==> config.mk <==
export PLATFORM = sky130hd
export DESIGN_NAME = power_squelch_gate
export DESIGN_NICKNAME = d
export VERILOG_FILES = /design/src/rtl/core/psq_pkg.sv /design/src/rtl/core/power_squelch_gate.sv /design/src/rtl/core/psq_front.sv /design/src/rtl/core/psq_queue.sv /design/src/rtl/core/psq_back.sv
export SDC_FILE = /design/constraint.sdc
export NUM_CORES = 2
export LEC_CHECK = 0
export BUFFER_PORTS_ARGS = -buffer_cell sky130_fd_sc_hd__clkbuf_2
export CORE_MARGIN = 3
export CORE_UTILIZATION = 63
export DETAILED_ROUTE_END_ITERATION = 7
export PLACE_DENSITY = 0.79
export SYNTH_ARGS = -nofsm -noshare
export SYNTH_HDL_FRONTEND = slang
export SYNTH_SLANG_ARGS = --single-unit
==> constraint.sdc <==
create_clock -name clk -period 30.6 [get_ports clk]
set_input_delay 0 -clock clk [delete_from_list [all_inputs] [get_ports clk]]
set_output_delay 0 -clock clk [all_outputs]
set_load 0.01 [all_outputs]
==> src/rtl/core/psq_pkg.sv <==
// ----------------------------------------------------------------------------
// psq_pkg: shared types and constants of the power squelch gate
// Sample width, fixed-point formats, register indexes and item structs.
// ----------------------------------------------------------------------------
package psq_pkg;

    // Sample and power widths
    localparam int SAMPLE_WIDTH = 16;
    localparam int POWER_W      = 2 * SAMPLE_WIDTH;

    // Fixed-point formats: gain in Q1.16, average in Q32.16
    localparam int FRAC_W  = 16;
    localparam int GAIN_W  = 17;
    localparam int THR_W   = 32;
    localparam int AVG_W   = 48;
    localparam int AVG_HALF_W = AVG_W / 2;
    localparam int ACC_W   = 64;
    localparam int CFG_W   = 32;

    localparam logic [GAIN_W-1:0] GAIN_ONE = GAIN_W'(1 << FRAC_W);
    localparam logic [ACC_W-1:0]  ROUND_HALF = ACC_W'(1 << (FRAC_W - 1));

    // Configuration register indexes
    localparam int CFG_IDX_W = 1;
    localparam logic [CFG_IDX_W-1:0] REG_THRESHOLD = 1'b0;
    localparam logic [CFG_IDX_W-1:0] REG_GAIN      = 1'b1;

    localparam logic [THR_W-1:0]  THRESHOLD_RST = THR_W'(1);
    localparam logic [GAIN_W-1:0] GAIN_RST      = GAIN_W'(655);

    // Queue between the front and the averaging engine
    localparam int QUEUE_DEPTH = 2;
    localparam int QPTR_W      = $clog2(QUEUE_DEPTH);
    localparam int QCNT_W      = $clog2(QUEUE_DEPTH + 1);

    typedef struct packed {
        logic signed [SAMPLE_WIDTH-1:0] sample_i;
        logic signed [SAMPLE_WIDTH-1:0] sample_q;
    } sample_t;

    typedef struct packed {
        logic signed [SAMPLE_WIDTH-1:0] out_i;
        logic signed [SAMPLE_WIDTH-1:0] out_q;
        logic                           gate_open;
    } result_t;

    typedef struct packed {
        sample_t             sample;
        logic [POWER_W-1:0]  power;
    } queue_entry_t;

endpackage

==> src/rtl/core/power_squelch_gate.sv <==
// ----------------------------------------------------------------------------
// power_squelch_gate: power squelch with a single-pole power average
// Takes one complex sample per item and returns it unchanged, or muted to
// zero, together with a gate_open flag. The front stage registers the
// magnitude squared of each item and hands it through a two-entry queue to
// the averaging engine, which multiplies, then accumulates into the running
// average, then compares with the threshold, and takes no new item until
// the last result is loaded. An item passes the front registers, the queue,
// the product registers and the running average before its result enters
// the output register, so the front keeps accepting items while a result
// waits to be taken, until the queue fills. Write the threshold and gain
// only while no item is in flight; the average clears to zero on reset.
// ----------------------------------------------------------------------------
module power_squelch_gate (
    input  logic                            clk,
    input  logic                            rst_n,
    input  logic                            sample_valid,
    output logic                            sample_stall,
    input  psq_pkg::sample_t                sample,
    output logic                            result_valid,
    input  logic                            result_stall,
    output psq_pkg::result_t                result,
    input  logic                            cfg_write,
    input  logic [psq_pkg::CFG_IDX_W-1:0]   cfg_index,
    input  logic [psq_pkg::CFG_W-1:0]       cfg_data
);

    logic [psq_pkg::THR_W-1:0]  threshold_reg;
    logic [psq_pkg::GAIN_W-1:0] gain_reg;
    logic                       push;
    logic                       pop;
    logic                       queue_full;
    logic                       queue_empty;
    psq_pkg::queue_entry_t      push_entry;
    psq_pkg::queue_entry_t      head;

    // Configuration registers
    always_ff @(posedge clk or negedge rst_n)
    begin
        if (!rst_n)
        begin
            threshold_reg <= psq_pkg::THRESHOLD_RST;
            gain_reg      <= psq_pkg::GAIN_RST;
        end
        else if (cfg_write)
        begin
            case (cfg_index)
                psq_pkg::REG_THRESHOLD: threshold_reg <= cfg_data[psq_pkg::THR_W-1:0];
                psq_pkg::REG_GAIN:      gain_reg      <= cfg_data[psq_pkg::GAIN_W-1:0];
                default:                ;
            endcase
        end
    end

    psq_front u_front (
        .clk          (clk),
        .rst_n        (rst_n),
        .sample_valid (sample_valid),
        .sample_stall (sample_stall),
        .sample       (sample),
        .push         (push),
        .push_entry   (push_entry),
        .queue_full   (queue_full)
    );

    psq_queue u_queue (
        .clk        (clk),
        .rst_n      (rst_n),
        .push       (push),
        .push_entry (push_entry),
        .pop        (pop),
        .head       (head),
        .full       (queue_full),
        .empty      (queue_empty)
    );

    psq_back u_back (
        .clk             (clk),
        .rst_n           (rst_n),
        .power_threshold (threshold_reg),
        .smoothing_gain  (gain_reg),
        .head            (head),
        .queue_empty     (queue_empty),
        .pop             (pop),
        .result_valid    (result_valid),
        .result_stall    (result_stall),
        .result          (result)
    );

endmodule

==> src/rtl/core/psq_front.sv <==
// ----------------------------------------------------------------------------
// psq_front: input stage of the power squelch gate
// Accepts sample items, squares both parts and pushes the sample with its
// magnitude squared into the queue.
// ----------------------------------------------------------------------------
module psq_front (
    input  logic                         clk,
    input  logic                         rst_n,
    input  logic                         sample_valid,
    output logic                         sample_stall,
    input  psq_pkg::sample_t             sample,
    output logic                         push,
    output psq_pkg::queue_entry_t        push_entry,
    input  logic                         queue_full
);

    function automatic logic [psq_pkg::SAMPLE_WIDTH-1:0] magnitude_of(
        input logic signed [psq_pkg::SAMPLE_WIDTH-1:0] v
    );
        logic [psq_pkg::SAMPLE_WIDTH-1:0] mag;
        begin
            if (v[psq_pkg::SAMPLE_WIDTH-1])
            begin
                mag = -v;
            end
            else
            begin
                mag = v;
            end
            return mag;
        end
    endfunction

    logic                             valid_reg;
    logic                             valid_next;
    psq_pkg::sample_t                 sample_reg;
    logic [psq_pkg::POWER_W-1:0]      sq_i_reg;
    logic [psq_pkg::POWER_W-1:0]      sq_q_reg;
    logic [psq_pkg::SAMPLE_WIDTH-1:0] mag_i;
    logic [psq_pkg::SAMPLE_WIDTH-1:0] mag_q;
    logic                             accept;

    // Hold the stage while the queue is full
    assign sample_stall = valid_reg & queue_full;
    assign accept       = sample_valid & ~sample_stall;
    assign push         = valid_reg & ~queue_full;

    assign mag_i = magnitude_of(sample.sample_i);
    assign mag_q = magnitude_of(sample.sample_q);

    always_comb
    begin
        valid_next = accept | (valid_reg & queue_full);
    end

    // Control state
    always_ff @(posedge clk or negedge rst_n)
    begin
        if (!rst_n)
        begin
            valid_reg <= 1'b0;
        end
        else
        begin
            valid_reg <= valid_next;
        end
    end

    // Capture the item and the squares of its parts
    always_ff @(posedge clk)
    begin
        if (accept)
        begin
            sample_reg <= sample;
            sq_i_reg   <= mag_i * mag_i;
            sq_q_reg   <= mag_q * mag_q;
        end
    end

    // Sum never exceeds 2^(2*SAMPLE_WIDTH-1), so it fits the power width
    always_comb
    begin
        push_entry.sample = sample_reg;
        push_entry.power  = sq_i_reg + sq_q_reg;
    end

endmodule

==> src/rtl/core/psq_queue.sv <==
// ----------------------------------------------------------------------------
// psq_queue: short queue between the front and the averaging engine
// Holds sample items with their power so each side can stall on its own.
// ----------------------------------------------------------------------------
module psq_queue (
    input  logic                  clk,
    input  logic                  rst_n,
    input  logic                  push,
    input  psq_pkg::queue_entry_t push_entry,
    input  logic                  pop,
    output psq_pkg::queue_entry_t head,
    output logic                  full,
    output logic                  empty
);

    psq_pkg::queue_entry_t              entry_mem [psq_pkg::QUEUE_DEPTH];
    logic [psq_pkg::QPTR_W-1:0]         wr_ptr_reg;
    logic [psq_pkg::QPTR_W-1:0]         wr_ptr_next;
    logic [psq_pkg::QPTR_W-1:0]         rd_ptr_reg;
    logic [psq_pkg::QPTR_W-1:0]         rd_ptr_next;
    logic [psq_pkg::QCNT_W-1:0]         count_reg;
    logic [psq_pkg::QCNT_W-1:0]         count_next;

    assign full  = (count_reg == psq_pkg::QCNT_W'(psq_pkg::QUEUE_DEPTH));
    assign empty = (count_reg == '0);
    assign head  = entry_mem[rd_ptr_reg];

    // Advance pointers and the fill count
    always_comb
    begin
        wr_ptr_next = wr_ptr_reg;
        rd_ptr_next = rd_ptr_reg;
        count_next  = count_reg;
        if (push)
        begin
            wr_ptr_next = (wr_ptr_reg == psq_pkg::QPTR_W'(psq_pkg::QUEUE_DEPTH - 1))
                          ? '0 : wr_ptr_reg + 1'b1;
        end
        if (pop)
        begin
            rd_ptr_next = (rd_ptr_reg == psq_pkg::QPTR_W'(psq_pkg::QUEUE_DEPTH - 1))
                          ? '0 : rd_ptr_reg + 1'b1;
        end
        if (push && !pop)
        begin
            count_next = count_reg + 1'b1;
        end
        else if (pop && !push)
        begin
            count_next = count_reg - 1'b1;
        end
    end

    always_ff @(posedge clk or negedge rst_n)
    begin
        if (!rst_n)
        begin
            wr_ptr_reg <= '0;
            rd_ptr_reg <= '0;
            count_reg  <= '0;
        end
        else
        begin
            wr_ptr_reg <= wr_ptr_next;
            rd_ptr_reg <= rd_ptr_next;
            count_reg  <= count_next;
        end
    end

    // Store the pushed item
    always_ff @(posedge clk)
    begin
        if (push)
        begin
            entry_mem[wr_ptr_reg] <= push_entry;
        end
    end

endmodule

==> src/rtl/core/psq_back.sv <==
// ----------------------------------------------------------------------------
// psq_back: averaging engine and gate of the power squelch gate
// Runs the single-pole average over three steps (multiply, accumulate,
// compare) and drives the registered result channel.
// ----------------------------------------------------------------------------
module psq_back (
    input  logic                       clk,
    input  logic                       rst_n,
    input  logic [psq_pkg::THR_W-1:0]  power_threshold,
    input  logic [psq_pkg::GAIN_W-1:0] smoothing_gain,
    input  psq_pkg::queue_entry_t      head,
    input  logic                       queue_empty,
    output logic                       pop,
    output logic                       result_valid,
    input  logic                       result_stall,
    output psq_pkg::result_t           result
);

    typedef enum logic [2:0] {
        ST_IDLE = 3'b001,
        ST_ACC  = 3'b010,
        ST_CMP  = 3'b100
    } back_state_t;

    localparam int PROD_P_W = psq_pkg::GAIN_W + psq_pkg::POWER_W;
    localparam int PROD_H_W = psq_pkg::GAIN_W + psq_pkg::AVG_HALF_W;

    back_state_t                      state_reg;
    back_state_t                      state_next;
    logic [psq_pkg::AVG_W-1:0]        avg_reg;
    logic [psq_pkg::AVG_W-1:0]        avg_next;
    logic                             result_valid_reg;
    logic                             result_valid_next;
    psq_pkg::result_t                 result_reg;
    psq_pkg::sample_t                 work_sample_reg;
    logic [PROD_P_W-1:0]              prod_p_reg;
    logic [PROD_H_W-1:0]              prod_hi_reg;
    logic [PROD_H_W-1:0]              prod_lo_reg;
    logic [psq_pkg::GAIN_W-1:0]       gain_a;
    logic [psq_pkg::GAIN_W-1:0]       gain_b;
    logic [psq_pkg::ACC_W-1:0]        acc;
    logic [psq_pkg::AVG_W-1:0]        threshold_q;
    logic                             open;
    logic                             load;

    // Saturate alpha at one; the other weight is its complement
    assign gain_a = (smoothing_gain > psq_pkg::GAIN_ONE) ? psq_pkg::GAIN_ONE
                                                        : smoothing_gain;
    assign gain_b = psq_pkg::GAIN_ONE - gain_a;

    // Weighted sum, rounded to nearest, wrapping at the accumulator width
    assign acc = (psq_pkg::ACC_W'(prod_p_reg) << psq_pkg::FRAC_W)
               + (psq_pkg::ACC_W'(prod_hi_reg) << psq_pkg::AVG_HALF_W)
               + psq_pkg::ACC_W'(prod_lo_reg)
               + psq_pkg::ROUND_HALF;

    assign threshold_q = {power_threshold, psq_pkg::FRAC_W'(0)};
    assign open        = (avg_reg >= threshold_q);

    assign pop  = (state_reg == ST_IDLE) & ~queue_empty;
    assign load = (state_reg == ST_CMP) & (~result_valid_reg | ~result_stall);

    always_comb
    begin
        state_next        = state_reg;
        avg_next          = avg_reg;
        result_valid_next = load | (result_valid_reg & result_stall);
        case (state_reg)
            ST_IDLE:
            begin
                if (!queue_empty)
                begin
                    state_next = ST_ACC;
                end
            end
            ST_ACC:
            begin
                avg_next   = acc[psq_pkg::FRAC_W +: psq_pkg::AVG_W];
                state_next = ST_CMP;
            end
            ST_CMP:
            begin
                if (load)
                begin
                    state_next = ST_IDLE;
                end
            end
            default:
            begin
                state_next = ST_IDLE;
            end
        endcase
    end

    // Control state and the running average
    always_ff @(posedge clk or negedge rst_n)
    begin
        if (!rst_n)
        begin
            state_reg        <= ST_IDLE;
            avg_reg          <= '0;
            result_valid_reg <= 1'b0;
        end
        else
        begin
            state_reg        <= state_next;
            avg_reg          <= avg_next;
            result_valid_reg <= result_valid_next;
        end
    end

    // Take the head item and form the three partial products
    always_ff @(posedge clk)
    begin
        if (pop)
        begin
            work_sample_reg <= head.sample;
            prod_p_reg      <= gain_a * head.power;
            prod_hi_reg     <= gain_b * avg_reg[psq_pkg::AVG_W-1:psq_pkg::AVG_HALF_W];
            prod_lo_reg     <= gain_b * avg_reg[psq_pkg::AVG_HALF_W-1:0];
        end
    end

    // Gate the sample into the result register
    always_ff @(posedge clk)
    begin
        if (load)
        begin
            result_reg.out_i     <= open ? work_sample_reg.sample_i : '0;
            result_reg.out_q     <= open ? work_sample_reg.sample_q : '0;
            result_reg.gate_open <= open;
        end
    end

    assign result_valid = result_valid_reg;
    assign result       = result_reg;

endmodule

[Word level (Yosys, flattened, before mapping)]
Memory sizes are Yosys's and may differ from the RTL's.
Index checks and enable logic that the tools add are counted.
Word-level totals
  register bits after elaboration: 396
  bits in writable memories: 128
  bits of input ports: 70
  output and inout bits: 35
  logic and storage cells: 82
  memories kept: 1
Memory list
  u_queue.entry_mem: words 2, width 64, read ports 1, clocked after memory_dff 0, wr ports 1, RTL line psq_queue.sv:16  | psq_pkg::queue_entry_t entry_mem [psq_pkg::QUEUE_DEPTH];
Operators by class
  add/sub/neg operators: 11
  $mul: 5
  $lt $le $gt $ge: 2
  eq/ne operators: 6
  muxes and demuxes: 12
  bitwise gates (word level): 15
  reductions and logical operators: 9
Operators by type and width (number)
  64-bit by 16-bit adder with 64-bit output, second input constant: 1
  64-bit by 41-bit adder with 64-bit output: 1
  64-bit adder: 1
  16-bit by 16-bit multiplier with 32-bit output: 2
  48-bit greater-or-equal comparator: 1
  17-bit by 32-bit multiplier with 48-bit output: 1
  17-bit by 24-bit multiplier with 41-bit output: 1
  17-bit by 24-bit multiplier with 40-bit output: 1
  32-bit adder: 1
  16-bit two-way mux: 2
  16-bit negation: 2
  17-bit > comparator, second input constant: 1
  17-bit two-way mux: 1
  17-bit subtractor, first input constant: 1
  3-bit case mux with 3 select lines: 1
  1-bit bitwise AND: 6
  3-bit two-way mux: 2
  1-bit inverter: 6
  2-bit AND reduction: 3
  1-bit two-way mux: 4
  2-bit two-way mux: 2
  3-bit by 1-bit equality test with 1-bit output, second input constant: 1
  3-bit by 2-bit equality test with 1-bit output, second input constant: 1
  3-bit equality test, second input constant: 1
  11 further kinds: 16

[Depth between registers and ports, before layout]
  depth after elaboration: 7
  gate-level depth with buffers: 39
  gate-level depth less buffers: 34

[Hierarchy]
From an unflattened synthesis, not the netlist that was laid out.
Unflattened totals
  cell total of the unflattened synthesis: 8427
  area, all modules: 80558.5 µm²
Modules (own cells, without submodules)
  psq_back: times used 1, cells an instance 6162, area each 54943.9 µm²
  psq_front: times used 1, cells an instance 1945, area each 18617.9 µm²
  psq_queue: times used 1, cells an instance 215, area each 5011.1 µm²
  power_squelch_gate: times used 1, cells an instance 105, area each 1985.7 µm²

[Worst setup path after synthesis]
OpenSTA, ideal clock, no wires.
  path kind: reg-to-reg
  start: register u_back.state_reg[0]
  end: register u_queue.count_reg[1] in the netlist's numbering
  library setup time: 0.079 ns
  data arrival time: 11.893 ns
  slack: 18.628 ns
  cell stages (with the launch flop): 7
  path buffers: 0
  clock period less this slack: 11.972 ns
  cells stage by stage: dfstp_2 > o21ai_0 > nor3_1 > inv_1 > ha_1 > nor2_1 > xor2_1
On the way
  longest elaborated chain between the ends: 5
  elaborated cells on any way between the ends: 7
  those cells by class: eq/ne: 1; mux: 1; bitwise: 1; reduce/logical: 4
Ends and longest elaborated chain
  from (decl): RTL line psq_back.sv:28  | back_state_t state_reg;
  from (signal assigned): RTL line psq_back.sv:106  | state_reg <= state_next;
  3-bit by 1-bit equality test with 1-bit output *: RTL line psq_back.sv:60  | assign pop = (state_reg == ST_IDLE) & ~queue_empty;
  1-bit bitwise AND *: RTL line psq_back.sv:60
  net pop: RTL line power_squelch_gate.sv:31  | logic pop;
  1-bit logical NOT: RTL line psq_queue.sv:44  | if (push && !pop)
  1-bit logical AND: RTL line psq_queue.sv:44
  2-bit two-way mux or 2-bit nonzero test (tied branches)
  to (signal assigned): RTL line psq_queue.sv:66  | count_reg <= count_next;
  to (decl): RTL line psq_queue.sv:21  | logic [psq_pkg::QCNT_W-1:0] count_reg;
The timed path passes the listed nets; every way through them passes the cells marked *.
A chain may end at the register's enable or synchronous reset.

[Worst setup path after layout]
  start: register gain_reg[0] in the netlist's numbering
  end: register u_back.prod_hi_reg[36] (data pin)
On the way
  longest elaborated chain between the ends: 4
Ends and longest elaborated chain
  from (decl): RTL line power_squelch_gate.sv:29  | logic [psq_pkg::GAIN_W-1:0] gain_reg;
  from (signal assigned): RTL line power_squelch_gate.sv:43  | gain_reg <= psq_pkg::GAIN_RST;
  from (signal assigned): RTL line power_squelch_gate.sv:49  | psq_pkg::REG_GAIN: gain_reg <= cfg_data[psq_pkg::GAIN_W-1:0];
  17-bit > comparator: RTL line psq_back.sv:47  | assign gain_a = (smoothing_gain > psq_pkg::GAIN_ONE) ? psq_pkg::GAIN_ONE
  17-bit two-way mux *: RTL line psq_back.sv:47
  17-bit subtractor *: RTL line psq_back.sv:49  | assign gain_b = psq_pkg::GAIN_ONE - gain_a;
  17-bit by 24-bit multiplier with 40-bit output *: RTL line psq_back.sv:119  | prod_hi_reg <= gain_b * avg_reg[psq_pkg::AVG_W-1:psq_pkg::AVG_HALF_W];
  to (signal assigned): RTL line psq_back.sv:119
  to (decl): RTL line psq_back.sv:37  | logic [PROD_H_W-1:0] prod_hi_reg;
Every way passes the cells marked *; elsewhere a longest branch is shown, timed or not.

==> metrics <==
status=finished clean; reg2reg start=gain_reg[0]; Via density=5.77; reg-to-reg slack, setup=19.74 ns; final HPWL from detailed placement=156000 um; post-synthesis simple-gate area fraction=12.7%; CP endpoint kind=register; CTS buffer count=56; main flop type after synthesis=edfxtp_1; Max Slew Vio Count=0; max_cap viols=0; final core occ=68.1%; Max Root-Sink Buffers=3; RR Endpoint=u_back.prod_hi_reg[36]; share of cells above drive strength 1=5.30%; number of routed nets with antenna violations=0; Hold Crit Class=primary input to register; row count=128; core area=123000 um2; gp weighted congestion=0.937; DIE AREA=129000 um2; Sequential Area=14600 um2; sequential-to-total area share from yosys stat=18.6%; Yosys cell types=81; Finished Cell Area=83600 um2; Largest register FFs=128; Worst Hold End=threshold_reg[25]; largest family of logic cells by synthesized area=adder cells; min cycle time layout=10.86 ns; commonest non-fill, non-tap cells in the layout=inv_1, fa_1, nand2_1; GRT Residual Overflow=0; first-pass GRT wire length=330000 um; drc violations=0; I/O pin count=105; clk_skew=0.0450 ns; final hold vios=0; WP data required=31.03 ns; fillers=9165; complex-gate fraction of the synthesized area=5.70%; clk slew on worst S/H paths=0.07 ns; post-synthesis xor/xnor area fraction=3.08%; crit share post-route=35.5%; Worst Path Max Fanout=48; hold_sp=cfg_data[25]; most common cell after layout, fill and taps aside=inv_1; Setup TNS=0 ns; mean routed wirelength per cell=20.7 um; Worst-Margin Slew=1.22 ns; Pre-antenna DRT Iters=6; Sink Count=505; maximum clock frequency=0.0920 GHz; WHS Path Cells=4; RSZ-0062 raised after global routing=no; TritonCTS clock tree=built; Synth Area per Inst=9.56 um2; placed insts=9734; die width=359 um; Die Y=359 um; max_slew headroom=18.3%; Placed Area=80900 um2; mux cell area share after synthesis=1.59%; Critical Path AT=11.30 ns; Final setup viols=0; antenna violations before repair=10; Post-synth EDFFs=399; crit path launch type=register; GRT Total Usage=32.5%; CP max-delay cell=a2111oi_0; post-CTS sizing=0; port bufs=104; setup bufs post-CTS=0; vias in the first global route=62300; Synth Instances=8216; hold buffer count at cts=69; area of the multi-input gates=55900 um2; Area Overhead vs Synth=6.42%; clk root buf=clkbuf_16; Crit Path Class=register to register; routed vias=57100; ys async rst share=21.0%; largest net degree at the start of global routing=131; H-tree depth=2; Mapped Area=78600 um2; Critical Path Most Common Cell=fa_1; R2R cell count=33; Clk Latency, worst-skew pair=0.69 ns; final non-filler cell total=9911; Crit. Startpoint=gain_reg[0]; #FFs+latches synth=505; post-synthesis adder-cell area fraction=47.7%; Initial Util=64.0%; nets=10400; Post-Route WL=205000 um; Initial DRC Count=4720; CP max stage delay=0.65 ns; Ys Warns=0
## critical path, delay by kind of cell (launching register included)
family                   cells  cell delay (ns)
AND/OR/NAND/NOR             12             3.48
AO/OA/AOI/OAI                7             1.92
XOR/XNOR                     2             0.29
buffers and inverters        5             0.96
flip-flops                   1             0.60
adder cells (fa/ha/maj)      7             3.32
## how the worst max path moves through the flow
stage	endpoint	slack, ns	depth (start not counted)
6_report	u_back.prod_hi_reg[36]	19.74	33
5_1_grt	u_back.prod_hi_reg[38]	19.14	33
4_1_cts	u_back.prod_hi_reg[36]	19.91	33
3_5_place_dp	u_back.prod_hi_reg[36]	19.93	33
3_3_place_gp	u_back.prod_hi_reg[38]	20.27	33
2_1_floorplan	u_queue.count_reg[1]	18.63	6
## layout make-up
class                      instances  share of cell area [%]
clock buffer                      67                    1.82
antenna                            2                 0.00599
tap                             1625                    2.43
sequential                       505                    17.5
clock inverter                    39                   0.594
timing repair buffer             268                    2.34
inverter                        1881                    8.44
multi-input combinational       5524                    66.8
## logic make-up (layout without fill, tap and decap cells)
kind of cell	after synthesis	count (layout)
AOI/OAI and AO/OA	698	698
xor gates and xnor gates	276	276
adders and majority gates	2128	2128
buffers and inverters	2209	2255
DFF	505	505
muxes	114	114
other	2	26
and+or+nand+nor	2284	2284
## metrics by stage
stage	hold WS [ns]	setup slack [ns]
detailed placement	-0.0154	19.93
global route	0.0619	19.14
global placement	-0.0179	20.27
finish	0.0574	19.74
floorplan	-0.296	18.63
CTS	0.0268	19.91
## cells in the mapped netlist (9+ instances only)
master | number | area share (%)
a211oi_1 | 17 | 0.16
a21o_1 | 126 | 1.2
a21oi_1 | 183 | 1.2
a31oi_1 | 16 | 0.13
and2_1 | 303 | 2.4
and3_1 | 28 | 0.22
buf_1 | 36 | 0.17
clkbuf_1 | 284 | 1.4
clkinv_1 | 12 | 0.057
dfrtp_1 | 98 | 3.1
edfxtp_1 | 399 | 15
fa_1 | 1449 | 37
ha_1 | 679 | 11
inv_1 | 1867 | 8.9
mux2_2 | 84 | 1.2
mux2i_1 | 30 | 0.38
nand2_1 | 1285 | 6.1
nand2b_1 | 38 | 0.30
nand3_1 | 44 | 0.28
nand4_1 | 20 | 0.16
nor2_1 | 416 | 2.0
nor2b_1 | 35 | 0.28
nor3_1 | 47 | 0.30
nor4_1 | 15 | 0.12
o211ai_1 | 13 | 0.12
o21a_1 | 43 | 0.41
o21ai_0 | 169 | 1.1
o21bai_1 | 28 | 0.27
o31ai_1 | 14 | 0.13
o41ai_1 | 9 | 0.10
or2_2 | 10 | 0.080
or3_1 | 17 | 0.14
xnor2_1 | 188 | 2.1
xor2_1 | 88 | 0.98
## per-layer routing
metal  routed length, um  track usage (%)
met3               20300             7.01
met2               98100             54.4
met4               12200             16.1
met1               74200             40.2
met5                  52                0
Power is left out: the tool's default activity adds up to more than one toggle a clock period on the data nets, which glitch-free logic cannot reach.
